**config.mk**
```make
export PLATFORM = sky130hd
export DESIGN_NAME = wildcard_pattern_matcher_core_flat
export DESIGN_NICKNAME = d
export VERILOG_FILES = /design/src/rtl/core/wpm_pkg.sv /design/src/rtl/core/wpm_ifs.sv /design/src/rtl/core/wpm_ram.sv /design/src/rtl/core/wpm_walker.sv /design/src/rtl/core/wildcard_pattern_matcher_core.sv /design/src/flat_wrapper.sv
export SDC_FILE = /design/constraint.sdc
export NUM_CORES = 1
export LEC_CHECK = 0
export BUFFER_PORTS_ARGS = -buffer_cell sky130_fd_sc_hd__buf_4
export CORE_ASPECT_RATIO = 1.4
export CORE_MARGIN = 5
export CORE_UTILIZATION = 43
export DETAILED_ROUTE_END_ITERATION = 6
export SETUP_SLACK_MARGIN = 0.15
export SKIP_LAST_GASP = 1
export SLEW_MARGIN = 20
export SYNTH_ARGS = -nofsm -noshare
export SYNTH_HDL_FRONTEND = slang
export SYNTH_SLANG_ARGS = --single-unit
```
**constraint.sdc**
```tcl
create_clock -name clk -period 3.15 [get_ports clk]
set_input_delay 0.315 -clock clk [delete_from_list [all_inputs] [get_ports clk]]
set_output_delay 0.315 -clock clk [all_outputs]
set_load 0.03 [all_outputs]
```
**src/rtl/core/wpm_pkg.sv**
```systemverilog
// ----------------------------------------------------------------------------
// wpm_pkg
// Shared constants and types for the wildcard pattern matcher core.
// ----------------------------------------------------------------------------
package wpm_pkg;

  // pattern store geometry
  localparam int PATTERN_DEPTH = 64;
  localparam int ADDR_W        = $clog2(PATTERN_DEPTH);
  localparam int LEN_W         = $clog2(PATTERN_DEPTH + 1);
  localparam int SYM_W         = 16;
  localparam int REQ_W         = 2;

  // request codes
  localparam logic [REQ_W-1:0] REQ_CLEAR  = 2'd0;
  localparam logic [REQ_W-1:0] REQ_APPEND = 2'd1;
  localparam logic [REQ_W-1:0] REQ_SUBJ   = 2'd2;
  localparam logic [REQ_W-1:0] REQ_END    = 2'd3;

  // pattern metacharacters
  localparam logic [SYM_W-1:0] CH_STAR   = 16'h002A;
  localparam logic [SYM_W-1:0] CH_QUEST  = 16'h003F;
  localparam logic [SYM_W-1:0] CH_LBRACK = 16'h005B;
  localparam logic [SYM_W-1:0] CH_RBRACK = 16'h005D;
  localparam logic [SYM_W-1:0] CH_BANG   = 16'h0021;
  localparam logic [SYM_W-1:0] CH_DASH   = 16'h002D;
  localparam logic [SYM_W-1:0] CH_HASH   = 16'h0023;
  localparam logic [SYM_W-1:0] CH_ZERO   = 16'h0030;
  localparam logic [SYM_W-1:0] CH_NINE   = 16'h0039;

  // control from the sequencer to the position walker
  typedef struct packed {
    logic             start;     // subject walk begins
    logic             step;      // one pattern position is presented
    logic             elem_ok;   // position lies inside the effective pattern
    logic             at_end;    // position equals effective length
    logic             load;      // restart the active set
    logic [LEN_W-1:0] load_lead; // leading star count for restart
    logic             load_fin;  // active bit at effective length after restart
  } walk_ctl_t;

endpackage

```
**src/rtl/core/wpm_ifs.sv**
```systemverilog
// ----------------------------------------------------------------------------
// wpm_ifs
// Request and result channels of the wildcard pattern matcher.
// ----------------------------------------------------------------------------
interface wpm_req_if;
  logic                         valid;
  logic                         ready;
  logic [wpm_pkg::REQ_W-1:0]    req_type;
  logic [wpm_pkg::SYM_W-1:0]    symbol;

  modport source (output valid, output req_type, output symbol, input ready);
  modport sink   (input valid, input req_type, input symbol, output ready);
endinterface

interface wpm_res_if;
  logic valid;
  logic ready;
  logic matched;
  logic pattern_overflow;

  modport source (output valid, output matched, output pattern_overflow, input ready);
  modport sink   (input valid, input matched, input pattern_overflow, output ready);
endinterface

```
**src/rtl/core/wpm_ram.sv**
```systemverilog
// ----------------------------------------------------------------------------
// wpm_ram
// Generic single-write, single-read RAM with registered read data.
// ----------------------------------------------------------------------------
module wpm_ram #(
  parameter int WIDTH = 16,
  parameter int DEPTH = 64
) (
  input  logic                     clk,
  input  logic                     we,
  input  logic [$clog2(DEPTH)-1:0] waddr,
  input  logic [WIDTH-1:0]         wdata,
  input  logic [$clog2(DEPTH)-1:0] raddr,
  output logic [WIDTH-1:0]         rdata
);

  logic [WIDTH-1:0] mem [DEPTH];

  // write port and registered read port
  always_ff @(posedge clk) begin
    if (we) begin
      mem[waddr] <= wdata;
    end
    rdata <= mem[raddr];
  end

endmodule

```
**src/rtl/core/wpm_walker.sv**
```systemverilog
// ----------------------------------------------------------------------------
// wpm_walker
// Active-position shift line and set evaluator; one pattern position a step.
// ----------------------------------------------------------------------------
module wpm_walker (
  input  logic                          clk,
  input  logic                          rst,
  input  wpm_pkg::walk_ctl_t            ctl,
  input  logic [wpm_pkg::SYM_W-1:0]     elem,
  input  logic [wpm_pkg::SYM_W-1:0]     subj,
  output logic                          fin
);

  localparam int NPOS = wpm_pkg::PATTERN_DEPTH + 1;

  logic [NPOS-1:0]            act_sr;
  logic [NPOS-1:0]            restart_mask;
  logic                       pend;
  logic                       in_set;
  logic                       first;
  logic                       neg;
  logic                       hit;
  logic                       done;
  logic                       dpend;
  logic [wpm_pkg::SYM_W-1:0]  low;

  logic                       self_hit;
  logic                       pend_next;
  logic                       nxt_bit;
  logic                       in_set_next;
  logic                       first_next;
  logic                       neg_next;
  logic                       hit_next;
  logic                       done_next;
  logic                       dpend_next;
  logic [wpm_pkg::SYM_W-1:0]  low_next;
  logic                       elem_hit;
  logic                       set_bad;

  // restart vector: start position plus the run of leading stars
  always_comb begin
    for (int b = 0; b < NPOS; b++) begin
      restart_mask[b] = (b <= int'(ctl.load_lead));
    end
  end

  // per-position transition
  always_comb begin
    self_hit    = 1'b0;
    pend_next   = 1'b0;
    in_set_next = in_set;
    first_next  = first;
    neg_next    = neg;
    hit_next    = hit;
    done_next   = done;
    dpend_next  = dpend;
    low_next    = low;
    elem_hit    = 1'b0;
    set_bad     = 1'b0;
    if (ctl.elem_ok) begin
      if (in_set) begin
        if (first && elem == wpm_pkg::CH_BANG) begin
          neg_next   = 1'b1;
          first_next = 1'b0;
        end else if (elem == wpm_pkg::CH_RBRACK) begin
          // closing bracket: a dangling range is a syntax error
          set_bad     = dpend && !done;
          pend_next   = neg ? (!hit && !set_bad) : hit;
          in_set_next = 1'b0;
          first_next  = 1'b0;
        end else begin
          first_next = 1'b0;
          if (!done) begin
            elem_hit = (dpend && subj >= low && subj <= elem) ||
                       (dpend && subj == elem) ||
                       (elem != wpm_pkg::CH_DASH && subj == elem);
            low_next   = (dpend || elem != wpm_pkg::CH_DASH) ? elem : low;
            dpend_next = (elem == wpm_pkg::CH_DASH);
            if (elem_hit) begin
              hit_next  = 1'b1;
              done_next = 1'b1;
            end
          end
        end
      end else if (act_sr[0]) begin
        case (elem)
          wpm_pkg::CH_STAR:  self_hit  = 1'b1;
          wpm_pkg::CH_QUEST: pend_next = 1'b1;
          wpm_pkg::CH_HASH:  pend_next = (subj >= wpm_pkg::CH_ZERO) &&
                                         (subj <= wpm_pkg::CH_NINE);
          wpm_pkg::CH_LBRACK: begin
            in_set_next = 1'b1;
            first_next  = 1'b1;
            neg_next    = 1'b0;
            hit_next    = 1'b0;
            done_next   = 1'b0;
            dpend_next  = 1'b0;
            low_next    = '0;
          end
          default:           pend_next = (subj == elem);
        endcase
      end
    end
    nxt_bit = pend | self_hit;
    // a star may match nothing: pass activity on
    if (ctl.elem_ok && elem == wpm_pkg::CH_STAR && nxt_bit) begin
      pend_next = 1'b1;
    end
  end

  // control state of the walk
  always_ff @(posedge clk) begin
    if (rst) begin
      pend   <= 1'b0;
      in_set <= 1'b0;
    end else if (ctl.start) begin
      pend   <= 1'b0;
      in_set <= 1'b0;
    end else if (ctl.step) begin
      pend   <= pend_next;
      in_set <= in_set_next;
    end
  end

  // set evaluator context
  always_ff @(posedge clk) begin
    if (ctl.step) begin
      first <= first_next;
      neg   <= neg_next;
      hit   <= hit_next;
      done  <= done_next;
      dpend <= dpend_next;
      low   <= low_next;
    end
  end

  // active line rotates once per walk; new bits enter at the top
  always_ff @(posedge clk) begin
    if (rst) begin
      act_sr <= {{(NPOS-1){1'b0}}, 1'b1};
      fin    <= 1'b1;
    end else if (ctl.load) begin
      act_sr <= restart_mask;
      fin    <= ctl.load_fin;
    end else if (ctl.step) begin
      act_sr <= {nxt_bit, act_sr[NPOS-1:1]};
      if (ctl.at_end) begin
        fin <= nxt_bit;
      end
    end
  end

endmodule

```
**src/rtl/core/wildcard_pattern_matcher_core.sv**
```systemverilog
// ----------------------------------------------------------------------------
// wildcard_pattern_matcher_core
// Wildcard pattern store and streaming subject matcher.
//
//   channel  dir  fields                        result
//   in       in   req_type, symbol              clear, append, subject, end
//   out      out  matched, pattern_overflow     one transfer per end request
//
// A subject character walks all PATTERN_DEPTH+1 positions, one per cycle,
// through the pattern RAM read port.
// Clear, append and end each take a request and then an active-set restart.
// Reset leaves an empty pattern and the start position active.
// An end request waits while an earlier result is still held on out.
// ----------------------------------------------------------------------------
module wildcard_pattern_matcher_core (
  input  logic      clk,
  input  logic      rst,
  wpm_req_if.sink   in,
  wpm_res_if.source out
);

  localparam logic ST_IDLE = 1'b0;
  localparam logic ST_WALK = 1'b1;

  logic                              state;
  logic [wpm_pkg::LEN_W-1:0]         plen;
  logic [wpm_pkg::LEN_W-1:0]         elen;
  logic [wpm_pkg::LEN_W-1:0]         lead;
  logic                              zseen;
  logic                              lrun;
  logic                              ovf;
  logic                              load_pend;
  logic [wpm_pkg::LEN_W-1:0]         idx;
  logic [wpm_pkg::LEN_W-1:0]         pidx;
  logic                              pv;
  logic [wpm_pkg::SYM_W-1:0]         subj;
  logic                              o_valid;
  logic                              o_matched;
  logic                              o_ovf;

  logic                              acc;
  logic                              full;
  logic                              ram_we;
  logic [wpm_pkg::SYM_W-1:0]         rdata;
  logic                              fin;
  logic                              walk_done;
  wpm_pkg::walk_ctl_t                ctl;

  // input handshake
  assign full     = (plen == wpm_pkg::LEN_W'(wpm_pkg::PATTERN_DEPTH));
  assign in.ready = (state == ST_IDLE) && !load_pend &&
                    !(in.req_type == wpm_pkg::REQ_END && o_valid && !out.ready);
  assign acc      = in.valid && in.ready;
  assign ram_we   = acc && in.req_type == wpm_pkg::REQ_APPEND && !full;
  assign walk_done = pv && (pidx == wpm_pkg::LEN_W'(wpm_pkg::PATTERN_DEPTH));

  // pattern store
  wpm_ram #(
    .WIDTH (wpm_pkg::SYM_W),
    .DEPTH (wpm_pkg::PATTERN_DEPTH)
  ) u_store (
    .clk   (clk),
    .we    (ram_we),
    .waddr (plen[wpm_pkg::ADDR_W-1:0]),
    .wdata (in.symbol),
    .raddr (idx[wpm_pkg::ADDR_W-1:0]),
    .rdata (rdata)
  );

  // walker control
  always_comb begin
    ctl.start     = acc && in.req_type == wpm_pkg::REQ_SUBJ;
    ctl.step      = pv;
    ctl.elem_ok   = pv && (pidx < elen);
    ctl.at_end    = pidx == elen;
    ctl.load      = load_pend;
    ctl.load_lead = lead;
    ctl.load_fin  = (lead == elen);
  end

  wpm_walker u_walker (
    .clk  (clk),
    .rst  (rst),
    .ctl  (ctl),
    .elem (rdata),
    .subj (subj),
    .fin  (fin)
  );

  // pattern bookkeeping and sequencer
  always_ff @(posedge clk) begin
    if (rst) begin
      state     <= ST_IDLE;
      plen      <= '0;
      elen      <= '0;
      lead      <= '0;
      zseen     <= 1'b0;
      lrun      <= 1'b1;
      ovf       <= 1'b0;
      load_pend <= 1'b0;
      pv        <= 1'b0;
      idx       <= '0;
    end else begin
      load_pend <= acc && in.req_type != wpm_pkg::REQ_SUBJ;
      if (acc) begin
        case (in.req_type)
          wpm_pkg::REQ_CLEAR: begin
            plen  <= '0;
            elen  <= '0;
            lead  <= '0;
            zseen <= 1'b0;
            lrun  <= 1'b1;
            ovf   <= 1'b0;
          end
          wpm_pkg::REQ_APPEND: begin
            if (full) begin
              ovf <= 1'b1;
            end else begin
              plen <= plen + 1'b1;
              if (!zseen) begin
                if (in.symbol == '0) begin
                  zseen <= 1'b1;
                end else begin
                  elen <= elen + 1'b1;
                  if (lrun && in.symbol == wpm_pkg::CH_STAR) begin
                    lead <= lead + 1'b1;
                  end else begin
                    lrun <= 1'b0;
                  end
                end
              end
            end
          end
          wpm_pkg::REQ_SUBJ: begin
            state <= ST_WALK;
            idx   <= '0;
            pv    <= 1'b0;
          end
          default: ;
        endcase
      end else if (state == ST_WALK) begin
        idx  <= idx + 1'b1;
        pv   <= 1'b1;
        if (walk_done) begin
          state <= ST_IDLE;
          pv    <= 1'b0;
        end
      end
    end
  end

  // position and subject registers
  always_ff @(posedge clk) begin
    pidx <= idx;
    if (ctl.start) begin
      subj <= in.symbol;
    end
  end

  // result register
  always_ff @(posedge clk) begin
    if (rst) begin
      o_valid <= 1'b0;
    end else if (acc && in.req_type == wpm_pkg::REQ_END) begin
      o_valid <= 1'b1;
    end else if (out.ready) begin
      o_valid <= 1'b0;
    end
  end

  always_ff @(posedge clk) begin
    if (acc && in.req_type == wpm_pkg::REQ_END) begin
      o_matched <= fin && !ovf;
      o_ovf     <= ovf;
    end
  end

  assign out.valid            = o_valid;
  assign out.matched          = o_matched;
  assign out.pattern_overflow = o_ovf;

  // checks
  a_elen_le_plen: assert property (@(posedge clk) disable iff (rst)
    elen <= plen) else $error("effective length beyond stored length");

  a_lead_le_elen: assert property (@(posedge clk) disable iff (rst)
    lead <= elen) else $error("leading star run beyond effective length");

  a_walk_blocks: assert property (@(posedge clk) disable iff (rst)
    state == ST_WALK |-> !in.ready) else $error("request taken during walk");

  a_walk_ends: assert property (@(posedge clk) disable iff (rst)
    walk_done |=> state == ST_IDLE) else $error("walk did not finish");

endmodule

```
**src/flat_wrapper.sv**
```systemverilog
// flat-port wrapper written by rule: the top's interface ports become plain ports
module wildcard_pattern_matcher_core_flat 
  (clk, rst, in_valid, in_req_type, in_symbol, in_ready, out_valid, out_matched, out_pattern_overflow, out_ready);
  wpm_req_if in_i ();
  wpm_res_if out_i ();
  input  logic clk;
  input  logic rst;
  input wire logic [$bits(in_i.valid)-1:0] in_valid;
  input wire logic [$bits(in_i.req_type)-1:0] in_req_type;
  input wire logic [$bits(in_i.symbol)-1:0] in_symbol;
  output wire logic [$bits(in_i.ready)-1:0] in_ready;
  output wire logic [$bits(out_i.valid)-1:0] out_valid;
  output wire logic [$bits(out_i.matched)-1:0] out_matched;
  output wire logic [$bits(out_i.pattern_overflow)-1:0] out_pattern_overflow;
  input wire logic [$bits(out_i.ready)-1:0] out_ready;
  assign in_i.valid = in_valid;
  assign in_i.req_type = in_req_type;
  assign in_i.symbol = in_symbol;
  assign in_ready = in_i.ready;
  assign out_valid = out_i.valid;
  assign out_matched = out_i.matched;
  assign out_pattern_overflow = out_i.pattern_overflow;
  assign out_i.ready = out_ready;
  wildcard_pattern_matcher_core u_core (.clk(clk), .rst(rst), .in(in_i), .out(out_i));
endmodule
```
; ---- After elaboration in Yosys (flattened, before gate mapping)
; Memories as Yosys holds them, arrays and structs flattened. A register that Yosys moved wholly into a read port is not among the register bits.
; Cells that the tools add are included.
[totals]
ff_bits = 149
mem_bits_rw = 1024
out_inout_bits = 4
elab_cells = 279
memories = 1
[memory_table]
columns = memory, words, width, read_ports, rd_ports_with_merged_regs, write_ports, line
row1 = u_core.u_store.mem, 64, 16, 1, 1, 1, wpm_ram.sv:17  ; logic [WIDTH-1:0] mem [DEPTH];
[classes]
n_addsub = 4
magnitude_cmp = 69
n_eq_ne = 31
muxes = 85
n_bitwise = 2
n_reduce_logical = 61
[ops]
columns = cell, count
row1 = <= comparator 6 x 7 -> 1 bit (first input constant), 32
row2 = 2-to-1 mux 65 bit, 2
row3 = <= comparator 5 x 7 -> 1 bit (first input constant), 16
row4 = 2-to-1 mux 16 bit, 7
row5 = equality test 16 x 6 -> 1 bit (second input constant), 6
row6 = 2-to-1 mux 7 bit, 11
row7 = 2-to-1 mux 1 bit, 58
row8 = <= comparator 4 x 7 -> 1 bit (first input constant), 8
row9 = case mux 7 bit (2 select lines), 3
row10 = equality test 16 x 7 -> 1 bit (second input constant), 2
row11 = adder 7 x 1 -> 7 bit (second input constant), 4
row12 = <= comparator 3 x 7 -> 1 bit (first input constant), 4
row13 = logical AND 1 bit, 24
row14 = inequality test 2 bit (second input constant), 10
row15 = AND reduction 6 bit, 3
row16 = equality test 16 bit, 1
row17 = >= comparator 16 bit, 1
row18 = >= comparator 16 x 6 -> 1 bit (second input constant), 1
row19 = <= comparator 16 bit, 1
row20 = <= comparator 16 x 6 -> 1 bit (second input constant), 1
row21 = logical NOT 16 bit, 1
row22 = inequality test 16 x 6 -> 1 bit (second input constant), 1
row23 = AND reduction 8 bit, 2
row24 = equality test 7 bit, 2
row25 = other kinds (22), 51

; ---- Logic depth before layout (Yosys ltp)
; Gate-level depths: netlist (run 1).
[depth]
depth_word = 10
mapped_depth = 10

; ---- Hierarchy
; From an unflattened synthesis (run 1), not the netlist that was laid out.
[hier_totals]
hier_cells = 2752
hier_area_um2 = 47893.4
[modules_own_cells]
columns = module, instances, cells_per_inst, area_each_um2, seq_area_each_um2
row1 = wpm_ram, 1, 1820, 39978.3, 31069.8
row2 = wpm_walker, 1, 655, 5175.0, 1991.9
row3 = wildcard_pattern_matcher_core, 1, 277, 2740.1, 1381.3

; ---- Least setup slack after synthesis (run 1)
; Ideal clock, no wire load.
[synth_path]
path_type = register to register
from = register u_core.o_valid, in the netlist u_core.out.valid
to = memory u_core.u_store.mem[62][0] (enable)
setup_ns = 0.389
t_arrival_ns = 3.395
required_ns = 2.761
setup_slack_ns = -0.634
stages_incl_launch_ff = 7
period_less_slack_ns = 3.784
path_cell_list = dfxtp_1 nor2b_1 a311oi_1 nand2_1 nor4_1 nand3_1 nor2_1
[synth_via]
elab_chain_len = 9
[synth_rtl]
columns = element, line
row1 = "start, declared", wildcard_pattern_matcher_core.sv:37  ; logic o_valid;
row2 = "start signal, assigned", wildcard_pattern_matcher_core.sv:163  ; o_valid <= 1'b0;
row3 = "start signal, assigned", wildcard_pattern_matcher_core.sv:165  ; o_valid <= 1'b1;
row4 = "start signal, assigned", wildcard_pattern_matcher_core.sv:167  ; o_valid <= 1'b0;
row5 = logical AND 1 bit (2 in a row), wildcard_pattern_matcher_core.sv:52  ; !(in.req_type == wpm_pkg::REQ_END && o_valid && !out.ready);
row6 = logical NOT 1 bit, wildcard_pattern_matcher_core.sv:52
row7 = logical AND 1 bit, wildcard_pattern_matcher_core.sv:51  ; assign in.ready = (state == ST_IDLE) && !load_pend &&
row8 = net in_ready, flat_wrapper.sv:11  ; output wire logic [$bits(in_i.ready)-1:0] in_ready;
row9 = logical AND 1 bit, wildcard_pattern_matcher_core.sv:53  ; assign acc = in.valid && in.ready;
row10 = logical AND 1 bit (2 in a row), wildcard_pattern_matcher_core.sv:54  ; assign ram_we = acc && in.req_type == wpm_pkg::REQ_APPEND && !full;
row11 = 2-to-1 mux 1 bit, wpm_ram.sv:21  ; if (we) begin
row12 = 2-to-1 mux 1 bit (not written as such), wpm_ram.sv:22  ; mem[waddr] <= wdata;
row13 = "end, declared", wpm_ram.sv:17
; The timed path passes the listed nets, and every way through them passes these cells.

; ---- Worst setup path in the final report (run 1)
[layout_path]
from = register u_core.plen[1] in the netlist's numbering
to = memory u_core.u_store.mem[7][1] (enable)
[layout_via]
elab_chain_len = 5
[layout_rtl]
columns = element, line
row1 = "start, declared", wildcard_pattern_matcher_core.sv:26  ; logic [wpm_pkg::LEN_W-1:0] plen;
row2 = "start signal, assigned", wildcard_pattern_matcher_core.sv:119  ; plen <= plen + 1'b1;
row3 = equality test 7 bit, wildcard_pattern_matcher_core.sv:50  ; assign full = (plen == wpm_pkg::LEN_W'(wpm_pkg::PATTERN_DEPTH));
row4 = logical NOT 1 bit, wildcard_pattern_matcher_core.sv:54
row5 = logical AND 1 bit, wildcard_pattern_matcher_core.sv:54
row6 = 2-to-1 mux 1 bit, wpm_ram.sv:21
row7 = 2-to-1 mux 1 bit (not written as such), wpm_ram.sv:22
; Parallel ways exist; a longest one is shown, timed or not.

==> results of run 1 <==
==> how the worst max path moves through the flow <==
stage | start | end | slack, ps | cells after the start
detailed placement | out_ready | u_core.u_store.mem[23][15] | 160 | 8
CTS | u_core.out.valid | u_core.u_store.mem[23][12] | 150 | 7
finish | u_core.plen[1] | u_core.u_store.mem[7][1] | 220 | 9
global placement | u_core.plen[1] | u_core.u_store.mem[23][3] | 180 | 9
floorplan | u_core.out.valid | u_core.u_store.mem[62][0] | 70 | 6
global route | u_core.plen[1] | u_core.u_store.mem[7][12] | 170 | 9
==> cells by family (layout without fill, tap and decap cells) <==
family / Yosys count / in the layout
flip-flops: 1189 / 1189
multiplexers: 299 / 299
XOR/XNOR: 24 / 24
AND/OR/NAND/NOR: 541 / 541
buffers and inverters: 217 / 470
AO/OA/AOI/OAI: 390 / 390
adder cells (fa/ha/maj): 47 / 47
==> power breakdown <==
part / total [mW] / switching (mW) / internal [mW]
registers: 17.3 / 0.0737 / 17.2
clock network: 14.1 / 5.91 / 8.15
logic: 1.20 / 0.776 / 0.423
total: 32.6 / 6.76 / 25.8
==> metal layers <==
| metal | part of all wire | GRT usage |
|---|---|---|
| met2 | 0.52 | 0.377 |
| met1 | 0.37 | 0.267 |
| met4 | 0.047 | 0.0905 |
| met3 | 0.059 | 0.0304 |
| met5 | 0 | 0 |
==> cell usage in the layout (no fill, tap or decap), types with 23 or more instances in the layout <==
cell / Yosys / routed
mux4_2: 257 / 257
ha_1: 47 / 47
a22oi_1: 25 / 25
nand2_1: 87 / 81
nor2_4: 0 / 64
edfxtp_1: 1063 / 1063
buf_12: 0 / 28
buf_4: 10 / 176
dfxtp_1: 126 / 119
nor2b_1: 52 / 52
o22ai_1: 42 / 42
nor2_1: 202 / 137
nor3_1: 52 / 52
clkbuf_16: 0 / 112
a211oi_1: 53 / 53
mux2_2: 23 / 23
o21ai_0: 48 / 48
inv_1: 54 / 54
a21oi_1: 126 / 126
nand3_1: 27 / 25
==> repair_timing <==
action                                 CTS  global route
setup buffers                            0             2
endpoints found under the hold margin   22             0
hold buffers                             4             0
setup endpoints to repair                0            32
==> sequential cells by signal, summed over array words and instances (netlist names), 7 cells and up <==
register,cells
u_core.u_walker.low,16
u_core.idx,7
u_core.u_store.rdata,16
u_core.u_store.mem,1024
u_core.plen,7
u_core.pidx,7
u_core.lead,7
u_core.elen,7
u_core.u_walker.act_sr,65
u_core.subj,16
==> tightest hold or removal path, cell delays in order <==
cell and delay [ps]:
buf_4 150, nand2_1 70, nor2_1 70
==> final cells by class <==
class	count	share of cell area
well taps	1460	0.0332
multi-input cells	1301	0.232
clock inverters	81	0.0173
repair buffers	208	0.0350
inverters	54	0.00369
clock buffers	127	0.0524
flip-flops and latches	1189	0.627
==> key figures, run 1 <==
Global routing
  • Initial antenna violation count: 2
  • Vias in the first global route: 26700
  • GR Util All Layers: 0.214
  • First-pass GRT wire length: 186 mm
  • GRT overflow: 0
  • Largest net degree at the start of global routing: 74

STA
  • Setup TNS: 0 ps
  • Worst hold slack: 62.9 ps
  • Final cycle utilization of the critical path: 0.931
  • Final setup violation count: 0
  • Count of pins over their slew limit: 0
  • Clock Skew: 28.8 ps
  • Setup ws final: 216 ps
  • Hold Vio Cnt, Final: 0
  • Worst-margin pin slew: 951 ps
  • RSZ-0062 raised after global routing: no
  • Rel. slew slack: 0.350
  • Fmax: 0.341 GHz
  • Tmin final: 2930 ps

Placed design
  • Placer Congestion: 0.880
  • Port buffer count: 25
  • Cells after DPL: 4206
  • Post-place instance area: 0.0511 mm²
  • Hpwl dp: 83.4 mm
  • Setup WS pre-CTS: 165 ps

Floorplanning
  • Core Box Area: 0.110 mm²
  • Rows: 144
  • Die Y-Extent: 403 µm
  • I/O pin count: 26
  • Die area: 0.117 mm²
  • Initial Util: 0.433
  • Die X: 291 µm

Detailed routing
  • Antenna-violating nets left: 0
  • Post-DR vias/cell: 5.87
  • 1st-pass router iterations: 7
  • Routed WL per cell: 28.7 µm
  • DRC Markers: 0
  • WL final: 127 mm
  • Iteration-0 DRC Markers: 2460
  • Vias: 26000

Synthesis
  • Ys Warns: 0
  • Area contributors post-synth: edfxtp_1 (67%), mux4_2 (12%), dfxtp_1 (5.3%), nor2_1 (1.6%), a21oi_1 (1.3%)
  • Synth Area in XOR/XNOR: 0.00442
  • Post-synthesis sequential area ratio: 0.724
  • Post-Syn Area per Cell: 17.6 µm²
  • Largest family of logic cells by synthesized area: multiplexers
  • Synthesized net count: 2776
  • Ys flop type: edfxtp_1
  • Area share of the largest cell type after synthesis: 0.671
  • Adder-cell share of the synthesized area: 0.0124
  • Most common cell in the netlist: edfxtp_1
  • Number of flops mapped to enable cells by yosys: 1063
  • Synth Instances: 2707
  • Post-synthesis compound-gate area fraction: 0.0532
  • Cell area after synthesis: 0.0476 mm²
  • Yosys cell types: 68
  • Synth Register Bits: 1189
  • Synth async-reset ratio: 0
  • Simple-gate share of the synthesized area: 0.0551
  • Post-synthesis mux area share: 0.131
  • Most frequent cells after synthesis: edfxtp_1 (1063), mux4_2 (257), nor2_1 (202)
  • Yosys top cell by area: edfxtp_1

Cells and area
  • Fill cell count: 8880
  • Finished Core Util: 0.500
  • # diodes: 0
  • # nets final: 2934
  • Non-Filler Instances: 4420
  • FF+latch area: 0.0345 mm²
  • Design Area, Final: 0.0550 mm²
  • Area of the multi-input gates: 0.0127 mm²
  • Area growth, synth to finish: 15.6%
  • Layout cells sized above 1: 0.255

Power and ir drop
  • Peak VDD IR: 0.462 mV
  • Pwr dens: 592 mW/mm²
  • Tot Pwr: 32.6 mW
  • Leak: 17.2 nW

Clock tree
  • Maximum level of the CTS H-tree: 3
  • Root Buffer: clkbuf_16
  • Sink Count: 1189
  • Clock Latency Late Sink: 720 ps
  • Post-CTS Resized: 0
  • CTS Buf Count: 111
  • CTS Buffer Depth: 3
  • Clock transition at path regs: 60 ps
  • TritonCTS clock tree: built

Critical path
  • Crit-path max FO: 16
  • Worst EP required: 3490 ps
  • Flop-to-flop setup slack: 220 ps
  • CP max-delay cell: nor2_4
  • CP bufs+invs: 3
  • CP Capture Type: flop
  • CP Cell Sequence: inv_1, ha_1, nand2_1, nor3_1, buf_4, nor4_2, buf_4, nand3_4, nor2_4
  • Reg2Reg Depth: 9
  • Reg-to-reg startpoint: u_core.plen[1]
  • CP top delay family: simple AND/OR/NAND/NOR gates
  • CP most frequent cell: buf_4
  • CP Class: flop to flop
  • Startpoint Class: flop
  • Worst r2r dst: u_core.u_store.mem[7][1]
  • Worst EP arrival: 3280 ps
  • Delay of the slowest critical-path stage: 530 ps

Min path
  • Hold WC Path Type: input port to flop
  • Hold Crit Endpoint: u_core.out.matched
  • Min-Delay Path Depth: 3
  • Hold Crit Start: in_req_type[1]

Job
  • Max-cap viol count: 0

Outcome
  • Status: finished clean
Power figures use the tool's default switching activity.
==> inputs of run 2 (changes only) <==
- CTS_BUF_LIST: not set -> sky130_fd_sc_hd__clkbuf_16
==> key figures, run 2 (synthesis gave the netlist of run 1 again) <==
Global routing
  • GRT overflow: 0
  • First-pass GRT wire length: 186 mm
  • Vias in the first global route: 26700
  • Largest net degree at the start of global routing: 74
  • GR Util All Layers: 0.214
  • Initial antenna violation count: 1

Critical path
  • Startpoint Class: flop
  • CP Capture Type: flop
  • Crit-path max FO: 16
  • Reg2Reg Depth: 9
  • Flop-to-flop setup slack: 220 ps
  • Worst EP required: 3490 ps
  • Worst EP arrival: 3270 ps
  • Worst r2r dst: u_core.u_store.mem[7][1]
  • CP Class: flop to flop
  • Reg-to-reg startpoint: u_core.plen[1]

Cells and area
  • Largest registers: u_core.u_store.mem: 1024 flops, u_core.u_walker.act_sr: 65 flops
  • Layout cells sized above 1: 0.255
  • Area growth, synth to finish: 15.6%
  • Design Area, Final: 0.0550 mm²
  • Area of the multi-input gates: 0.0127 mm²
  • FF+latch area: 0.0345 mm²
  • Commonest non-fill, non-tap cell in the layout: edfxtp_1
  • Max reg flops: 1024
  • Largest Register: u_core.u_store.mem
  • Most frequent cells in the layout: edfxtp_1 (1063), mux4_2 (257), buf_4 (176)
  • Fill cell count: 8881
  • # diodes: 0
  • # nets final: 2934

Clock tree
  • Post-CTS Resized: 0
  • Root Buffer: clkbuf_16
  • Maximum level of the CTS H-tree: 3
  • TritonCTS clock tree: built
  • CTS Buf Count: 111
  • Clock Latency Late Sink: 710 ps
  • Sink Count: 1189
  • CTS Buffer Depth: 3
  • Clock transition at path regs: 60 ps

Floorplanning
  • I/O pin count: 26
  • Die Y-Extent: 403 µm
  • Die area: 0.117 mm²
  • Initial Util: 0.433
  • Rows: 144
  • Die X: 291 µm
  • Core Box Area: 0.110 mm²

Power and ir drop
  • Leak: 17.3 nW
  • Tot Pwr: 32.5 mW
  • Peak VDD IR: 0.454 mV
  • Pwr dens: 592 mW/mm²

Detailed routing
  • Vias: 26000
  • DRC Markers: 0
  • Routed WL per cell: 28.7 µm
  • 1st-pass router iterations: 7
  • WL final: 127 mm
  • Post-DR vias/cell: 5.88
  • Antenna-violating nets left: 0
  • Iteration-0 DRC Markers: 2412

Placed design
  • Post-place instance area: 0.0511 mm²
  • Setup WS pre-CTS: 165 ps
  • Port buffer count: 25
  • Placer Congestion: 0.880
  • Hpwl dp: 83.4 mm

Min path
  • Min-Delay Path Depth: 3
  • Hold Crit Endpoint: u_core.out.matched
  • Hold Crit Start: in_req_type[1]
  • Hold WC Path Type: input port to flop

STA
  • RSZ-0062 raised after global routing: no
  • Tmin final: 2930 ps
  • Setup TNS: 0 ps
  • Worst-margin pin slew: 962 ps
  • Clock Skew: 25.4 ps
  • Final cycle utilization of the critical path: 0.929
  • Final setup violation count: 0
  • Setup ws final: 224 ps
  • Fmax: 0.342 GHz
  • Rel. slew slack: 0.342
  • Hold Vio Cnt, Final: 0
  • Count of pins over their slew limit: 0

Job
  • Max-cap viol count: 0

Outcome
  • Status: finished clean
run 2: cell types whose count changed in the layout (fill, tap and decap cells not counted), sizes merged:
cell    before  now
clkbuf     127  112
clkinv      48   50
inv         62   75
run 2: critical path, cell delays in order, from the launching register on:
cell     delay (ps)
dfxtp_1         530
inv_1           130
ha_1            200
nand2_1         100
nor3_1           80
buf_4           150
nor4_2          250
buf_4           210
nand3_4         360
nor2_4          530
run 2: timing repair:
action,4_1_cts,5_1_grt
endpoints found under the setup margin,0,32
setup buffers,0,2
hold buffers,4,0
hold endpoints to repair,22,0
run 2: metrics by stage:
stage,hold WS (ps),utilization,std cells
6_report,75.7,0.500,4420
5_1_grt,39.8,0.500,4420
4_1_cts,10.5,0.500,4418
3_5_place_dp,369,0.465,4206
3_3_place_gp,357,0.465,4206
2_1_floorplan,329,-,2707
run 2: worst max-delay path by stage:
stage	from	endpoint	slack (ps)	cells past startpoint
3_3_place_gp	u_core.plen[1]	u_core.u_store.mem[23][3]	180	9
5_1_grt	u_core.plen[1]	u_core.u_store.mem[7][12]	170	9
6_report	u_core.plen[1]	u_core.u_store.mem[7][1]	220	9
2_1_floorplan	u_core.out.valid	u_core.u_store.mem[62][0]	70	6
4_1_cts	u_core.out.valid	u_core.u_store.mem[23][12]	150	7
3_5_place_dp	out_ready	u_core.u_store.mem[23][15]	160	8
run 2: where the power goes:
group / internal (mW) / switching (mW) / total (mW)
logic: 0.422 / 0.780 / 1.20
registers: 17.2 / 0.0740 / 17.3
clock network: 8.06 / 5.93 / 14.0
run 2: area by class of cell:
class | count | share of cell area
tap | 1460 | 0.0332
inverter | 54 | 0.00369
clock buffer | 112 | 0.0510
timing repair buffer | 208 | 0.0350
sequential | 1189 | 0.627
clock inverter | 96 | 0.0183
multi-input combinational | 1301 | 0.232
run 2: routing by layer:
metal / GRT usage / up-vias / part of all wire
met5: 0 / - / 0
met4: 0.0877 / 0 / 0.045
met3: 0.0295 / 224 / 0.053
met2: 0.378 / 911 / 0.52
met1: 0.268 / 13700 / 0.38
li1: - / 11200 / -
